[config.mk]
export PLATFORM = sky130hd
export DESIGN_NAME = joystick_link_frame_supervisor
export DESIGN_NICKNAME = d
export VERILOG_FILES = /design/src/jlfs_pkg.sv /design/src/jlfs_eval.sv /design/src/jlfs_tx.sv /design/src/joystick_link_frame_supervisor.sv
export SDC_FILE = /design/constraint.sdc
export NUM_CORES = 1
export LEC_CHECK = 0
export BUFFER_PORTS_ARGS = -buffer_cell sky130_fd_sc_hd__buf_2
export CAP_MARGIN = 20
export CORE_MARGIN = 8
export CORE_UTILIZATION = 60
export CTS_CLUSTER_SIZE = 10
export DETAILED_ROUTE_END_ITERATION = 8
export GPL_TIMING_DRIVEN = 0
export PLACE_DENSITY = 0.79
export SLEW_MARGIN = 20
export SYNTH_ARGS = -nofsm -noshare
export SYNTH_HDL_FRONTEND = slang
export SYNTH_HIERARCHICAL = 1
export SYNTH_SLANG_ARGS = --single-unit
[constraint.sdc]
create_clock -name clk -period 19.2 [get_ports clk]
set_input_delay 3.84 -clock clk [delete_from_list [all_inputs] [get_ports clk]]
set_output_delay 3.84 -clock clk [all_outputs]
set_load 0.005 [all_outputs]
[src/jlfs_pkg.sv]
// Shared types, constants and scaling functions for the joystick link frame supervisor.
package jlfs_pkg;

  // Frame markers and fixed frame bytes
  localparam logic [7:0] FRAME_START = 8'hAB;
  localparam logic [7:0] FRAME_STOP  = 8'hCD;
  localparam logic [7:0] HS_BYTE1    = 8'h11;
  localparam logic [7:0] HS_BYTE2    = 8'h22;
  localparam logic [7:0] HS_BYTE3    = 8'h33;
  localparam logic [7:0] HS_BYTE4    = 8'h44;

  // Reply payload codes
  localparam logic [7:0] HS_REPLY    = 8'h04;
  localparam logic [7:0] ACK_BYTE1   = 8'h01;
  localparam logic [7:0] ACK_BYTE2   = 8'h23;
  localparam logic [7:0] ACK_BYTE3   = 8'h45;
  localparam logic [7:0] ACK_BYTE4   = 8'h67;
  localparam logic [7:0] RECON_BYTE  = 8'h0F;

  localparam logic [12:0] AXIS_CENTRE = 13'd2047;
  localparam logic [4:0]  COUNT_MAX   = 5'd31;

  // Byte positions within a frame
  localparam logic [2:0] FIRST_BYTE = 3'd0;
  localparam logic [2:0] LAST_BYTE  = 3'd5;

  // Configuration register indexes
  localparam logic [1:0] REG_DEAD_ZONE     = 2'd0;
  localparam logic [1:0] REG_FAIL_LIMIT    = 2'd1;
  localparam logic [1:0] REG_RECON_PENALTY = 2'd2;

  // Configuration reset values
  localparam logic [10:0] DEAD_ZONE_RST     = 11'd800;
  localparam logic [4:0]  FAIL_LIMIT_RST    = 5'd6;
  localparam logic [4:0]  RECON_PENALTY_RST = 5'd10;

  // Reciprocal scaling: (205*m + 500) / 1650 and (155*m - 250) / 1250,
  // each folded into one constant multiply, an offset and a shift by 30.
  localparam logic [39:0] X_GAIN = 40'd133404365;
  localparam logic [39:0] X_BIAS = 40'd325376500;
  localparam logic [39:0] Y_GAIN = 40'd133144070;
  localparam logic [39:0] Y_BIAS = 40'd214748500;

  typedef struct packed {
    logic [11:0] x_raw;
    logic [11:0] y_raw;
    logic        reply_ready;
    logic [7:0]  reply_b0;
    logic [7:0]  reply_b1;
    logic [7:0]  reply_b2;
    logic [7:0]  reply_b3;
    logic [7:0]  reply_b4;
    logic [7:0]  reply_b5;
    logic        link_closed;
  } item_t;

  typedef struct packed {
    logic [10:0] dead_zone;
    logic [4:0]  fail_limit;
    logic [4:0]  reconnect_penalty;
  } cfg_t;

  typedef struct packed {
    logic       connected;
    logic [4:0] fail_count;
  } link_state_t;

  typedef struct packed {
    logic [7:0] b1;
    logic [7:0] b2;
    logic [7:0] b3;
    logic [7:0] b4;
    logic       link_up;
    logic       relink;
  } frame_t;

  // x byte from magnitude, magnitude at most 2048
  function automatic logic [7:0] x_scale(input logic [11:0] m);
    logic [39:0] p;
    p = {28'd0, m} * X_GAIN + X_BIAS;
    return p[37:30];
  endfunction

  // y byte from magnitude, zero where the numerator would go negative
  function automatic logic [7:0] y_scale(input logic [11:0] m);
    logic [39:0] p;
    p = {28'd0, m} * Y_GAIN - Y_BIAS;
    if (m < 12'd2) begin
      return 8'd0;
    end
    return p[37:30];
  endfunction

endpackage

[src/jlfs_eval.sv]
// Frame contents and next link state for one loop pass.
module jlfs_eval (
  input  jlfs_pkg::item_t       item,
  input  jlfs_pkg::cfg_t        cfg,
  input  jlfs_pkg::link_state_t state,
  output jlfs_pkg::link_state_t state_next,
  output jlfs_pkg::frame_t      frame
);
  import jlfs_pkg::*;

  logic        x_pos, x_neg, y_pos, y_neg;
  logic [11:0] x_mag, y_mag;
  logic [7:0]  x_byte, y_byte;
  logic        hs_ok, data_ok, ack, recon;
  logic [4:0]  inc;
  logic [5:0]  sum;
  logic [4:0]  count_next;
  logic        drop;

  // Classify each axis against the dead zone
  always_comb begin
    x_pos = {1'b0, item.x_raw} > (AXIS_CENTRE + {2'b0, cfg.dead_zone});
    x_neg = ({1'b0, item.x_raw} + {2'b0, cfg.dead_zone}) < AXIS_CENTRE;
    y_pos = {1'b0, item.y_raw} > (AXIS_CENTRE + {2'b0, cfg.dead_zone});
    y_neg = ({1'b0, item.y_raw} + {2'b0, cfg.dead_zone}) < AXIS_CENTRE;
    x_mag = x_pos ? item.x_raw - AXIS_CENTRE[11:0] : AXIS_CENTRE[11:0] - item.x_raw;
    y_mag = y_pos ? item.y_raw - AXIS_CENTRE[11:0] : AXIS_CENTRE[11:0] - item.y_raw;
    x_byte = x_scale(x_mag);
    y_byte = y_scale(y_mag);
  end

  // Decode the reply
  always_comb begin
    hs_ok = item.reply_ready && item.reply_b0 == FRAME_START &&
            item.reply_b1 == HS_REPLY && item.reply_b2 == HS_REPLY &&
            item.reply_b3 == HS_REPLY && item.reply_b4 == HS_REPLY &&
            item.reply_b5 == FRAME_STOP;
    data_ok = item.reply_ready && item.reply_b0 == FRAME_START;
    ack = data_ok && item.reply_b1 == ACK_BYTE1 && item.reply_b2 == ACK_BYTE2 &&
          item.reply_b3 == ACK_BYTE3 && item.reply_b4 == ACK_BYTE4;
    recon = data_ok && item.reply_b1 == RECON_BYTE && item.reply_b2 == RECON_BYTE &&
            item.reply_b3 == RECON_BYTE && item.reply_b4 == RECON_BYTE;
  end

  // Saturating fail counter update and drop decision
  always_comb begin
    inc = recon ? cfg.reconnect_penalty : 5'd1;
    sum = {1'b0, state.fail_count} + {1'b0, inc};
    if (ack) begin
      count_next = 5'd0;
    end else if (sum[5]) begin
      count_next = COUNT_MAX;
    end else begin
      count_next = sum[4:0];
    end
    drop = count_next > cfg.fail_limit;
  end

  // Assemble frame and next state
  always_comb begin
    if (!state.connected) begin
      frame.b1             = HS_BYTE1;
      frame.b2             = HS_BYTE2;
      frame.b3             = HS_BYTE3;
      frame.b4             = HS_BYTE4;
      state_next.connected  = hs_ok;
      state_next.fail_count = state.fail_count;
      frame.relink          = 1'b0;
    end else begin
      frame.b1             = x_pos ? x_byte : 8'd0;
      frame.b2             = (!x_pos && x_neg) ? x_byte : 8'd0;
      frame.b3             = (!y_pos && y_neg) ? y_byte : 8'd0;
      frame.b4             = y_pos ? y_byte : 8'd0;
      state_next.connected  = !drop;
      state_next.fail_count = count_next;
      frame.relink          = drop && item.link_closed;
    end
    frame.link_up = state_next.connected;
  end

endmodule

[src/jlfs_tx.sv]
// Frame register and byte serializer for the outgoing six-byte frame.
module jlfs_tx (
  input  logic             clk,
  input  logic             rst,
  input  logic             load_valid,
  output logic             load_ready,
  input  jlfs_pkg::frame_t frame_in,
  output logic             byte_valid,
  input  logic             byte_stall,
  output logic [7:0]       tx_byte,
  output logic             frame_end,
  output logic             link_up,
  output logic             relink
);
  import jlfs_pkg::*;

  frame_t     frame;
  logic       full;
  logic [2:0] pos;
  logic       take;
  logic       last_take;

  assign take       = full && !byte_stall;
  assign last_take  = take && pos == LAST_BYTE;
  assign load_ready = !full || last_take;

  // Hold the frame and advance through its bytes
  always_ff @(posedge clk) begin
    if (rst) begin
      full <= 1'b0;
      pos  <= FIRST_BYTE;
    end else begin
      if (load_valid && load_ready) begin
        full <= 1'b1;
        pos  <= FIRST_BYTE;
      end else if (last_take) begin
        full <= 1'b0;
        pos  <= FIRST_BYTE;
      end else if (take) begin
        pos <= pos + 3'd1;
      end
    end
  end

  always_ff @(posedge clk) begin
    if (load_valid && load_ready) begin
      frame <= frame_in;
    end
  end

  // Select the current byte
  always_comb begin
    case (pos)
      3'd0:    tx_byte = FRAME_START;
      3'd1:    tx_byte = frame.b1;
      3'd2:    tx_byte = frame.b2;
      3'd3:    tx_byte = frame.b3;
      3'd4:    tx_byte = frame.b4;
      default: tx_byte = FRAME_STOP;
    endcase
  end

  assign byte_valid = full;
  assign frame_end  = pos == LAST_BYTE;
  assign link_up    = frame.link_up;
  assign relink     = frame.relink;

endmodule

[src/joystick_link_frame_supervisor.sv]
// Top level: item register, configuration, link state and frame output.
// The frame register sends each frame out one byte at a time; the first byte is
// offered once the frame register takes the item from the item register. The
// byte-wide output channel limits the item rate (an item may wait in the input
// register while the previous frame drains).
// Reset (rst, synchronous): link down, fail count zero, registers at
// dead_zone 800, fail_limit 6, reconnect_penalty 10, both channels empty.
module joystick_link_frame_supervisor (
  input  logic        clk,
  input  logic        rst,
  input  logic        cfg_valid,
  output logic        cfg_ready,
  input  logic [1:0]  cfg_index,
  input  logic [10:0] cfg_data,
  input  logic        item_valid,
  output logic        item_stall,
  input  logic [11:0] x_raw,
  input  logic [11:0] y_raw,
  input  logic        reply_ready,
  input  logic [7:0]  reply_b0,
  input  logic [7:0]  reply_b1,
  input  logic [7:0]  reply_b2,
  input  logic [7:0]  reply_b3,
  input  logic [7:0]  reply_b4,
  input  logic [7:0]  reply_b5,
  input  logic        link_closed,
  output logic        byte_valid,
  input  logic        byte_stall,
  output logic [7:0]  tx_byte,
  output logic        frame_end,
  output logic        link_up,
  output logic        relink
);
  import jlfs_pkg::*;

  cfg_t        cfg;
  link_state_t state;
  link_state_t state_next;
  item_t       item;
  logic        item_full;
  logic        tx_ready;
  logic        move;
  frame_t      frame_next;

  assign cfg_ready  = 1'b1;
  assign move       = item_full && tx_ready;
  assign item_stall = item_full && !tx_ready;

  // Write configuration registers
  always_ff @(posedge clk) begin
    if (rst) begin
      cfg.dead_zone         <= DEAD_ZONE_RST;
      cfg.fail_limit        <= FAIL_LIMIT_RST;
      cfg.reconnect_penalty <= RECON_PENALTY_RST;
    end else if (cfg_valid && cfg_ready) begin
      case (cfg_index)
        REG_DEAD_ZONE:     cfg.dead_zone         <= cfg_data;
        REG_FAIL_LIMIT:    cfg.fail_limit        <= cfg_data[4:0];
        REG_RECON_PENALTY: cfg.reconnect_penalty <= cfg_data[4:0];
        default: ;
      endcase
    end
  end

  // Hold the accepted item until the frame register takes it
  always_ff @(posedge clk) begin
    if (rst) begin
      item_full <= 1'b0;
    end else if (item_valid && !item_stall) begin
      item_full <= 1'b1;
    end else if (move) begin
      item_full <= 1'b0;
    end
  end

  always_ff @(posedge clk) begin
    if (item_valid && !item_stall) begin
      item <= '{x_raw: x_raw, y_raw: y_raw, reply_ready: reply_ready,
                reply_b0: reply_b0, reply_b1: reply_b1, reply_b2: reply_b2,
                reply_b3: reply_b3, reply_b4: reply_b4, reply_b5: reply_b5,
                link_closed: link_closed};
    end
  end

  // Advance link state once per transaction moved to the frame register
  always_ff @(posedge clk) begin
    if (rst) begin
      state.connected  <= 1'b0;
      state.fail_count <= 5'd0;
    end else if (move) begin
      state <= state_next;
    end
  end

  jlfs_eval u_eval (
    .item       (item),
    .cfg        (cfg),
    .state      (state),
    .state_next (state_next),
    .frame      (frame_next)
  );

  jlfs_tx u_tx (
    .clk        (clk),
    .rst        (rst),
    .load_valid (item_full),
    .load_ready (tx_ready),
    .frame_in   (frame_next),
    .byte_valid (byte_valid),
    .byte_stall (byte_stall),
    .tx_byte    (tx_byte),
    .frame_end  (frame_end),
    .link_up    (link_up),
    .relink     (relink)
  );

  // A frame goes out without gaps once started
  a_frame_continues: assert property (@(posedge clk) disable iff (rst)
    byte_valid && !byte_stall && !frame_end |=> byte_valid)
    else $error("frame interrupted before its last byte");

  // The last byte is always the stop marker
  a_stop_marker: assert property (@(posedge clk) disable iff (rst)
    byte_valid && frame_end |-> tx_byte == FRAME_STOP)
    else $error("last frame byte is not the stop marker");

  // A reconnect request only comes with the link down
  a_relink_down: assert property (@(posedge clk) disable iff (rst)
    byte_valid && relink |-> !link_up)
    else $error("relink raised while link is up");

  // Link state changes only when an item moves to the frame register
  a_state_hold: assert property (@(posedge clk) disable iff (rst)
    !move |=> $stable(state))
    else $error("link state changed without an item");

endmodule

# Word-level counts from Yosys, hierarchy flattened

Cells that the tools add are included.

Reduce and logical (&&, ||, !) cells: 43
Mux-type cells: 18
Eq/ne operators: 21
Magnitude comparators: 6
Multiply operators: 2
$add $sub $neg: 11

Operators with widths:

| kind                                                                            | count |
|---|---|
| 8-bit case mux with 5 select lines                                              | 1 |
| 38-bit by 29-bit adder with 38-bit output (second input constant)               | 1 |
| 12-bit by 27-bit multiplier with 38-bit output (second input constant)          | 1 |
| 38-bit by 28-bit subtractor with 38-bit output (second input constant)          | 1 |
| 12-bit by 26-bit multiplier with 37-bit output (second input constant)          | 1 |
| 8-bit by 3-bit equality test with 1-bit output (second input constant)          | 4 |
| 8-bit by 4-bit equality test with 1-bit output (second input constant)          | 4 |
| 12-bit by 11-bit adder with 13-bit output                                       | 2 |
| 13-bit by 11-bit less-than comparator with 1-bit output (second input constant) | 2 |
| 12-bit 2-to-1 mux                                                               | 2 |
| 11-bit by 12-bit subtractor with 12-bit output (first input constant)           | 2 |
| 12-bit by 11-bit subtractor with 12-bit output (second input constant)          | 2 |
| 1-bit logical AND                                                               | 22 |
| 5-bit 2-to-1 mux                                                                | 4 |
| 6-bit 2-to-1 mux                                                                | 3 |
| 8-bit by 7-bit equality test with 1-bit output (second input constant)          | 2 |
| 8-bit equality test (second input constant)                                     | 2 |
| 8-bit 2-to-1 mux                                                                | 2 |
| 2-bit AND reduction                                                             | 8 |
| 12-bit by 13-bit greater-than comparator with 1-bit output                      | 1 |
| 11-bit by 11-bit adder with 12-bit output (first input constant)                | 1 |
| 12-bit greater-than comparator                                                  | 1 |
| 12-bit by 2-bit less-than comparator with 1-bit output (second input constant)  | 1 |
| 8-bit by 1-bit equality test with 1-bit output (second input constant)          | 1 |
| 17 further kinds                                                                | 30 |

Output and inout bits: 14
Bits in registers: 140
Word-level logic and storage cells: 129

# Longest topological paths before layout

Gate-level depths: netlist of the first run.

Word-level depth: 13
Depth in mapped cells: 39
Gate-level depth less buffers: 38

# By module

The synthesis of the first run kept the hierarchy.

By module, submodules not included:

| module                         | area each (µm²) | times used | cells an instance |
|---|---|---|---|
| jlfs_eval                      | 13842.0         | 1          | 1578 |
| joystick_link_frame_supervisor | 3414.5          | 1          | 195 |
| jlfs_tx                        | 1496.4          | 1          | 98 |

# Worst setup path before layout of the first run

OpenSTA, ideal clock, no wires.

Path kind: register to register
Start: register, netlist name cfg[12]
End: register u_tx/frame[14] in the netlist's numbering (data pin)
Cell stages (with the launch flop): 38
Path buffers: 1
Data required time: 18.933 ns
Path slack: 9.685 ns
Arrival: 9.248 ns
Clock period less this slack: 9.515 ns
Path through: dfxtp_1 -> nor4_4 -> nand2_1 -> nor3_1 -> xnor2_1 -> ha_1 -> inv_1 -> or2_2 -> mux2i_1 -> o311a_1 -> o31ai_1 -> nand2_1 -> inv_1 -> a21o_1 -> xor2_1 -> inv_1 -> fa_1 -> inv_1 -> [2 not listed] -> fa_1 -> fa_1 -> inv_1 -> fa_1 -> inv_1 -> ha_1 -> buf_2 -> nand4_1 -> a211oi_1 -> o211ai_1 -> a21oi_1 -> a21oi_1 -> mux2i_1 -> or4_4 -> or4b_4 -> or2_1 -> xor2_1 -> o21ai_1

Cells in the longest elaborated chain, start to end: 7
Elaborated cells on any way between the ends: 13
Classes of those cells: add/sub: 3; mul: 1; order compare: 3; mux: 4; reduce/logical: 2

Ends and longest elaborated chain:

| what                                                                                                                            | line                           | RTL |
|---|---|---|
| 11-bit by 11-bit adder with 12-bit output                                                                                       | jlfs_eval.sv:24                | `y_pos = {1'b0, item.y_raw} > (AXIS_CENTRE + {2'b0, cfg.dead_zone});` |
| 12-bit by 13-bit greater-than comparator with 1-bit output                                                                      | jlfs_eval.sv:24                |  |
| 12-bit 2-to-1 mux                                                                                                               | jlfs_eval.sv:27                | `y_mag = y_pos ? item.y_raw - AXIS_CENTRE[11:0] : AXIS_CENTRE[11:0] - item.y_raw;` |
| 12-bit by 26-bit multiplier with 37-bit output / 12-bit by 2-bit less-than comparator with 1-bit output (equally long branches) | jlfs_pkg.sv:87, jlfs_pkg.sv:88 |  |
| 38-bit by 28-bit subtractor with 38-bit output / 1-bit 2-to-1 mux (equally long branches)                                       | jlfs_pkg.sv:87, jlfs_pkg.sv:88 |  |
| 8-bit 2-to-1 mux                                                                                                                | jlfs_pkg.sv:91                 | `return p[37:30];` |
| 6-bit 2-to-1 mux *                                                                                                              | jlfs_eval.sv:72                | `frame.b3 = (!y_pos && y_neg) ? y_byte : 8'd0;` |
| end signal, assigned                                                                                                            | jlfs_tx.sv:47                  | `frame <= frame_in;` |
| end, declared                                                                                                                   | jlfs_tx.sv:17                  | `frame_t frame;` |

Mark *: on every way between the ends. The rest lies on a longest branch, timed or not.
A chain may end at the register's enable or synchronous reset.

# Worst setup path in the final report of the first run

Start: register, netlist name cfg[13]
End: register u_tx/frame[16] in the netlist's numbering (data pin)

Cells in the longest elaborated chain, start to end: 6
Elaborated cells on any way between the ends: 13
Classes of those cells: add/sub: 3; mul: 1; order compare: 3; mux: 3; reduce/logical: 3

Ends and longest elaborated chain:

| what                                                                                                                            | line |
|---|---|
| 11-bit by 11-bit adder with 12-bit output                                                                                       | jlfs_eval.sv:24 |
| 12-bit by 13-bit greater-than comparator with 1-bit output                                                                      | jlfs_eval.sv:24 |
| 12-bit 2-to-1 mux                                                                                                               | jlfs_eval.sv:27 |
| 12-bit by 26-bit multiplier with 37-bit output / 12-bit by 2-bit less-than comparator with 1-bit output (equally long branches) | jlfs_pkg.sv:87, jlfs_pkg.sv:88 |
| 38-bit by 28-bit subtractor with 38-bit output / 1-bit 2-to-1 mux (equally long branches)                                       | jlfs_pkg.sv:87, jlfs_pkg.sv:88 |
| 8-bit 2-to-1 mux                                                                                                                | jlfs_pkg.sv:91 |

Several ways; a longest one is shown, not always the timed one.

==> results of run 1 <==
placed cells by master, fill, tap and decap left out, types with 7 or more instances in the layout:
| master | n |
|---|---|
| nand3_1 | 49 |
| edfxtp_1 | 108 |
| nor4_1 | 10 |
| nor2b_1 | 14 |
| dfxtp_1 | 32 |
| o21ai_1 | 7 |
| o31ai_1 | 7 |
| o21a_1 | 9 |
| clkbuf_1 | 18 |
| fa_1 | 242 |
| nand2_1 | 79 |
| and3_1 | 10 |
| nand4_1 | 18 |
| and2_1 | 8 |
| a21oi_1 | 82 |
| a21o_1 | 29 |
| xnor2_1 | 64 |
| nor3_1 | 29 |
| o21ai_0 | 51 |
| buf_2 | 111 |
| o211ai_1 | 11 |
| xor2_1 | 22 |
| nand2b_1 | 35 |
| a22oi_1 | 20 |
| a31oi_1 | 12 |
| nor2_1 | 89 |
| clkbuf_16 | 17 |
| ha_1 | 272 |
| o21bai_1 | 8 |
| inv_1 | 381 |
| mux2i_1 | 25 |
kinds of logic (layout without fill, tap and decap cells):
logic type      Yosys count  count (layout)  synth area share, %
simple gates            390             390                 10.8
other cells               1               1               0.0200
xor+xnor                 89              89                 4.16
compound gates          294             294                 10.3
flops                   140             140                 20.7
fa+ha+maj               516             516                 44.1
buf+inv                 412             552                 8.34
mux                      29              29                 1.57
flip-flops by register name (all words and copies together) (netlist names):
register and flops:
u_tx/relink 1, item 74, state 6, cfg 21
u_tx/pos 3, item_full 1, u_tx/frame 32, u_tx/byte_valid 1
u_tx/link_up 1
layout make-up:
cell class / instances / share of cell area (%)
clock buffers: 17 / 2.08
inverters: 382 / 7.00
repair buffers: 108 / 2.89
plain buffers: 30 / 0.635
multi-input cells: 1319 / 65.1
clock inverters: 15 / 0.880
flip-flops and latches: 140 / 19.0
well taps: 396 / 2.42
stage by stage:
stage / utilization, % / instance area (um2)
after floorplan: - / 18800
after global placement: 64.5 / 19800
after detailed placement: 64.8 / 19900
after CTS: 66.8 / 20500
after global routing: 66.8 / 20500
final: 66.8 / 20500
metal layers:
layer  global-route usage, %  share of wire [%]  wire [um]
met5                       0                  0          0
met4                    10.3                3.7       1650
met3                    3.61                4.3       1920
met2                    42.5                 49      22200
met1                    31.6                 43      19200
final timing paths:
kind              startpoint              to  slack (ps)
setup / recovery     cfg[13]  u_tx/frame[16]        7540
hold / removal        cfg[2]          cfg[2]         480
setup reg to reg     cfg[13]  u_tx/frame[16]        7540
hold reg to reg       cfg[2]          cfg[2]         480
critical path, delay by kind of cell, from the launching register on:
| family | cells | cell delay (ps) |
|---|---|---|
| AOI/OAI and AO/OA | 9 | 2560 |
| xor gates and xnor gates | 3 | 1170 |
| adders and majority gates | 7 | 3070 |
| buffers and inverters | 6 | 1330 |
| DFF | 1 | 430 |
| muxes | 1 | 150 |
| and+or+nand+nor | 8 | 2730 |
==> results.md, run 1 <==
* Final worst slack at 7540 ps
* Die area at 37200 um2
* Post-synthesis area per instance at 10.0 um2
* Worst Hold Class: reg2reg
* RD Place Congestion at 0.913
* Worst-Margin Slew at 1150 ps
* Crit path top cell by count: inv_1
* DR pass1 iterations at 5
* Diodes inserted at 0
* Max incr delay on CP at 740 ps
* Antenna violations before repair at 0
* Root Buffer: clkbuf_16
* RSZ-0062 raised after global routing: no
* Fmax at 85.8 MHz
* Count leader, synth: inv_1
* Hold-critical path depth at 2
* Remaining antenna violation count at 0
* Arr. time, crit path at 11860 ps
* CTS tree: built
* Final setup TNS at 0 ps
* Final Max Tran Viols at 0
* Synth Instances at 1871
* Dominant cells by area after synthesis: fa_1 (26%), ha_1 (18%), edfxtp_1 (17%), inv_1 (7.6%), dfxtp_1 (3.4%)
* Clock skew at 19.2 ps
* Core area at 30700 um2
* Vias at 13700
* Max_cap viols at 0
* Yosys top cell area share at 25.8%
* Clock tree buffer depth at 2
* Synth cell types at 85
* Wire per inst at 18.7 um
* Area of the multi-input gates at 13300 um2
* Post-synth net total at 2477
* CP max stage cell: xnor2_1
* Iter 0 DRT Violations at 886
* Final min period at 11660 ps
* # hold bufs at CTS at 0
* DP Worst Slack at 7800 ps
* Most frequent cells after synthesis: inv_1 (381), ha_1 (272), fa_1 (242), edfxtp_1 (108), nor2_1 (89)
* Setup Fix Bufs, Post-CTS at 0
* First-pass GRT wire length at 73.5 mm
* Residual DRC at 0
* Clk sinks at 140
* Asr flop ratio synth at 0%
* Critical Path RT at 19400 ps
* Slew headroom at 22.5%
* CP max FO at 10
* # rows at 64
* Die X at 193 um
* Total area of sequential cells at 3880 um2
* Final hold slack at 484 ps
* Cell taking the most area after synthesis: fa_1
* TritonCTS buffer count at 17
* Fillcell total at 2402
* CP Launch Type: register
* HPWL Detailed at 38.0 mm
* Register area share after synthesis at 20.7%
* Vias in the first global route at 14800
* Final setup viols at 0
* H-Tree Depth at 4
* Initial Utilization at 61.1%
* Top_reg_cell synth: edfxtp_1
* Layout cells sized above 1 at 9.55%
* Yosys reg bits at 140
* Total congestion overflow at 0
* Clk pin slew, worst setup/hold paths at 70 ps
* Die span in y at 193 um
* Fin nets at 2604
* I/O pin cnt at 106
* Depth of the worst register-to-register path at 34
* Synthesized cell area at 18800 um2
* Outcome: completed
* Largest net degree at the start of global routing at 34
* Insertion delay to the later sink of the worst-skew pair at 430 ps
* Critical path type: reg2reg
* Placed insts at 2375
* Number of enable flip-flop cells after synthesis at 108
* Crit end category: register
* IO buf count at 104
* Cts repair resizes at 0
* Finished Layout Cells at 2407
* Fin. Hold Viols at 0
* GRT Util Overall at 25.0%
* Syn. warnings at 6
* Tcrit/Tclk final at 60.7%
* Vias/cell at 5.71
* Post-Route WL at 45.0 mm
* Area grow syn2layout at 9.19%
Power of run 1 is left out: the tool's default activity adds up to more than one toggle a clock period on the data nets, which glitch-free logic cannot reach.
==> run 2: changes to the inputs <==
--- a/config.mk
+++ b/config.mk
@@ -5,6 +5,7 @@
 export SDC_FILE = /design/constraint.sdc
 export NUM_CORES = 1
 export LEC_CHECK = 0
+export ABC_AREA = 1
 export BUFFER_PORTS_ARGS = -buffer_cell sky130_fd_sc_hd__buf_2
 export CAP_MARGIN = 20
 export CORE_MARGIN = 8
@@ -12,7 +13,7 @@
 export CTS_CLUSTER_SIZE = 10
 export DETAILED_ROUTE_END_ITERATION = 8
 export GPL_TIMING_DRIVEN = 0
-export PLACE_DENSITY = 0.79
+export PLACE_DENSITY = 0.78
 export SLEW_MARGIN = 20
 export SYNTH_ARGS = -nofsm -noshare
 export SYNTH_HDL_FRONTEND = slang
==> constraint.sdc (replaced) <==
create_clock -name clk -period 12.05 [get_ports clk]
set_input_delay 2.41 -clock clk [delete_from_list [all_inputs] [get_ports clk]]
set_output_delay 2.41 -clock clk [all_outputs]
set_load 0.005 [all_outputs]
==> run 2 against run 1 <==
Effect of this change:
- setup slack worse by 4600 ps
- area after synthesis increased by 7.8%
- design area increased by 7.2%
- clock skew decreased by 5.8 ps
- highest routed layer unchanged
==> results.md, run 2 <==
* Outcome: completed
* Post-synth net total at 3054 (+23%)
* Antenna violations before repair at 1 (+1)
* Final min period at 9090 ps (-2560 ps)
* Fillcell total at 2796 (+16%)
* Post-Route WL at 52.2 mm (+16%)
* Commonest non-fill, non-tap cells in the layout: inv_1 (529), nand2_1 (460), ha_1 (272), fa_1 (242), nor2_1 (195)
* Remaining antenna violation count at 0 (unchanged)
* Vias/cell at 5.51 (-3.5%)
* RR Endpoint: u_tx/frame[8]
* Hold-critical path depth at 2 (unchanged)
* Worst-Margin Slew at 1130 ps (-27.2 ps)
* Asr flop ratio synth at 0% (unchanged)
* Residual DRC at 0 (unchanged)
* Top_reg_cell synth: edfxtp_1
* Clock tree buffer depth at 2 (unchanged)
* Fin. Hold Viols at 0 (unchanged)
* Design area at 22000 um2 (+7.2%)
* Yosys reg bits at 140 (unchanged)
* CTS tree: built
* Fin nets at 3178 (+22%)
* I/O pin cnt at 106 (unchanged)
* TritonCTS buffer count at 17 (unchanged)
* Number of enable flip-flop cells after synthesis at 108 (unchanged)
* Min-delay src: cfg[7]
* Top Registers: item: 74 flops, u_tx/frame: 32 flops, cfg: 21 flops
* Post-synthesis area per instance at 8.26 um2 (-18%)
* Clock skew at 13.4 ps (-5.80 ps)
* DR pass1 iterations at 5 (unchanged)
* Vias at 16700 (+22%)
* CP Launch Type: register
* Cts repair resizes at 0 (unchanged)
* RSZ-0062 raised after global routing: no
* Die X at 200 um (+3.5%)
* Synth cell types at 54 (-36%)
* Register area share after synthesis at 19.2% (-1.5 points)
* Synthesized cell area at 20200 um2 (+7.8%)
* Clk sinks at 140 (unchanged)
* Flip-flop count of the largest register, all copies and words added at 74 (unchanged)
* Fmax at 110 MHz (+28%)
* Max_cap viols at 0 (unchanged)
* Iter 0 DRT Violations at 1233 (+39%)
* Crit end category: register
* Layout cells sized above 1 at 8.36% (-1.2 points)
* Initial Utilization at 60.6% (-0.56 points)
* Min-Delay Endpoint: cfg[7]
* Worst Hold Class: reg2reg
* Crit path top cell by count: nand2_1
* Slew headroom at 24.6% (+2.1 points)
* Core area at 33400 um2 (+8.8%)
* H-Tree Depth at 4 (unchanged)
* Root Buffer: clkbuf_16
* Final setup TNS at 0 ps (unchanged)
* GRT Util Overall at 27.1% (+2.1 points)
* HPWL Detailed at 44.4 mm (+17%)
* # rows at 67 (+4.7%)
* Critical path type: reg2reg
* Count leader, synth: inv_1
* Finished Layout Cells at 3034 (+26%)
* Vias in the first global route at 16900 (+14%)
* Dominant cells by area after synthesis: fa_1 (24%), ha_1 (17%), edfxtp_1 (16%), inv_1 (9.8%), nand2_1 (8.5%)
* Total congestion overflow at 0 (unchanged)
* Flop-to-flop setup slack at 2960 ps (-4590 ps)
* Clk pin slew, worst setup/hold paths at 70 ps (about the same)
* CP max FO at 8 (-2)
* Wire per inst at 17.2 um (-8.0%)
* Yosys top cell area share at 24.0% (-1.9 points)
* Final setup viols at 0 (unchanged)
* Syn. warnings at 6 (unchanged)
* Worst R2R Start: cfg[11]
* Area grow syn2layout at 8.63%
* Die span in y at 200 um (+3.5%)
* Insertion delay to the later sink of the worst-skew pair at 430 ps (about the same)
* Cell taking the most area after synthesis: fa_1
* Depth of the worst register-to-register path at 43 (+26%)
* # hold bufs at CTS at 0 (unchanged)
* Largest net degree at the start of global routing at 35 (+2.9%)
* Final Max Tran Viols at 0 (unchanged)
* Tcrit/Tclk final at 75.5% (+15 points)
* Die area at 39800 um2 (+7.1%)
* Arr. time, crit path at 9260 ps (-2600 ps)
* First-pass GRT wire length at 85.2 mm (+16%)
* Max incr delay on CP at 750 ps (about the same)
* RD Place Congestion at 0.993 (+8.7%)
* Most common cell after layout, fill and taps aside: inv_1
* Top reg by flops: item
* Most frequent cells after synthesis: inv_1 (530), nand2_1 (460), ha_1 (272), fa_1 (242), nor2_1 (196)
* IO buf count at 103 (-0.96%)
* Critical Path RT at 12220 ps (-7180 ps)
* Placed cell area at 21300 um2 (+7.4%)
* Placed insts at 3001 (+26%)
* Setup Fix Bufs, Post-CTS at 0 (unchanged)
* CP max stage cell: fa_1
* Synth Instances at 2448 (+31%)
[run 2: cell types whose count changed after synthesis, moves of 27 or more]
cell and delta:
nor2_1 +107, xnor2_1 -47, inv_1 +149, nand2b_1 -34
nand3_1 +82, nand2_1 +381, a21o_1 -27
[run 2: metal layers]
| layer | vias to the layer above | GRT usage [%] | wire length (um) |
|---|---|---|---|
| met2 | 623 | 44.6 | 24400 |
| li1 | 8018 | - | - |
| met4 | 0 | 6.40 | 954 |
| met1 | 7990 | 36.8 | 22900 |
| met3 | 85 | 4.92 | 3940 |
| met5 | - | 0 | 0 |
[run 2: how the worst max path moves through the flow]
stage	from	slack, ps	endpoint
2_1_floorplan	cfg[11]	4340	u_tx/frame[8]
3_3_place_gp	cfg[11]	3250	u_tx/frame[8]
3_5_place_dp	cfg[11]	3070	u_tx/frame[8]
4_1_cts	cfg[11]	3030	u_tx/frame[8]
5_1_grt	cfg[11]	2110	u_tx/frame[9]
6_report	cfg[11]	2960	u_tx/frame[8]
[run 2: through the flow]
stage / hold slack (ps) / setup WS, ps / utilization, %
6_report: 469 / 2960 / 65.8
5_1_grt: 490 / 2110 / 65.8
4_1_cts: 465 / 3030 / 65.8
3_5_place_dp: 448 / 3070 / 64.0
3_3_place_gp: 444 / 3250 / 63.8
2_1_floorplan: 429 / 4340 / -
[run 2: final cells by class]
cell class,count,area (um2),area share [%]
Buffer,17,105,0.479
Inverter,546,2050,9.33
Tap cell,448,561,2.55
Clock inverter,15,186,0.849
Multi-Input combinational cell,1745,14200,64.6
Antenna cell,1,2.50,0.0114
Clock buffer,17,425,1.94
Sequential cell,140,3880,17.7
Timing Repair Buffer,105,563,2.56
[run 2: cells by family after synthesis]
| kind of cell | count (synthesis) | share of synthesized area [%] |
|---|---|---|
| other | 1 | 0.0185 |
| XOR/XNOR | 58 | 2.51 |
| flip-flops | 140 | 19.2 |
| AO/OA/AOI/OAI | 242 | 6.74 |
| adder cells (fa/ha/maj) | 514 | 40.8 |
| buffers and inverters | 563 | 10.7 |
| AND/OR/NAND/NOR | 930 | 20.1 |
[run 2: worst max-delay path: cells and delay by family, from the launching register on]
kind / cells / cell delay, ps
adder cells (fa/ha/maj): 8 / 3890
AND/OR/NAND/NOR: 20 / 2130
buffers and inverters: 10 / 1140
XOR/XNOR: 2 / 580
flip-flops: 1 / 540
AO/OA/AOI/OAI: 3 / 510
Power of run 2 is left out for the same reason.
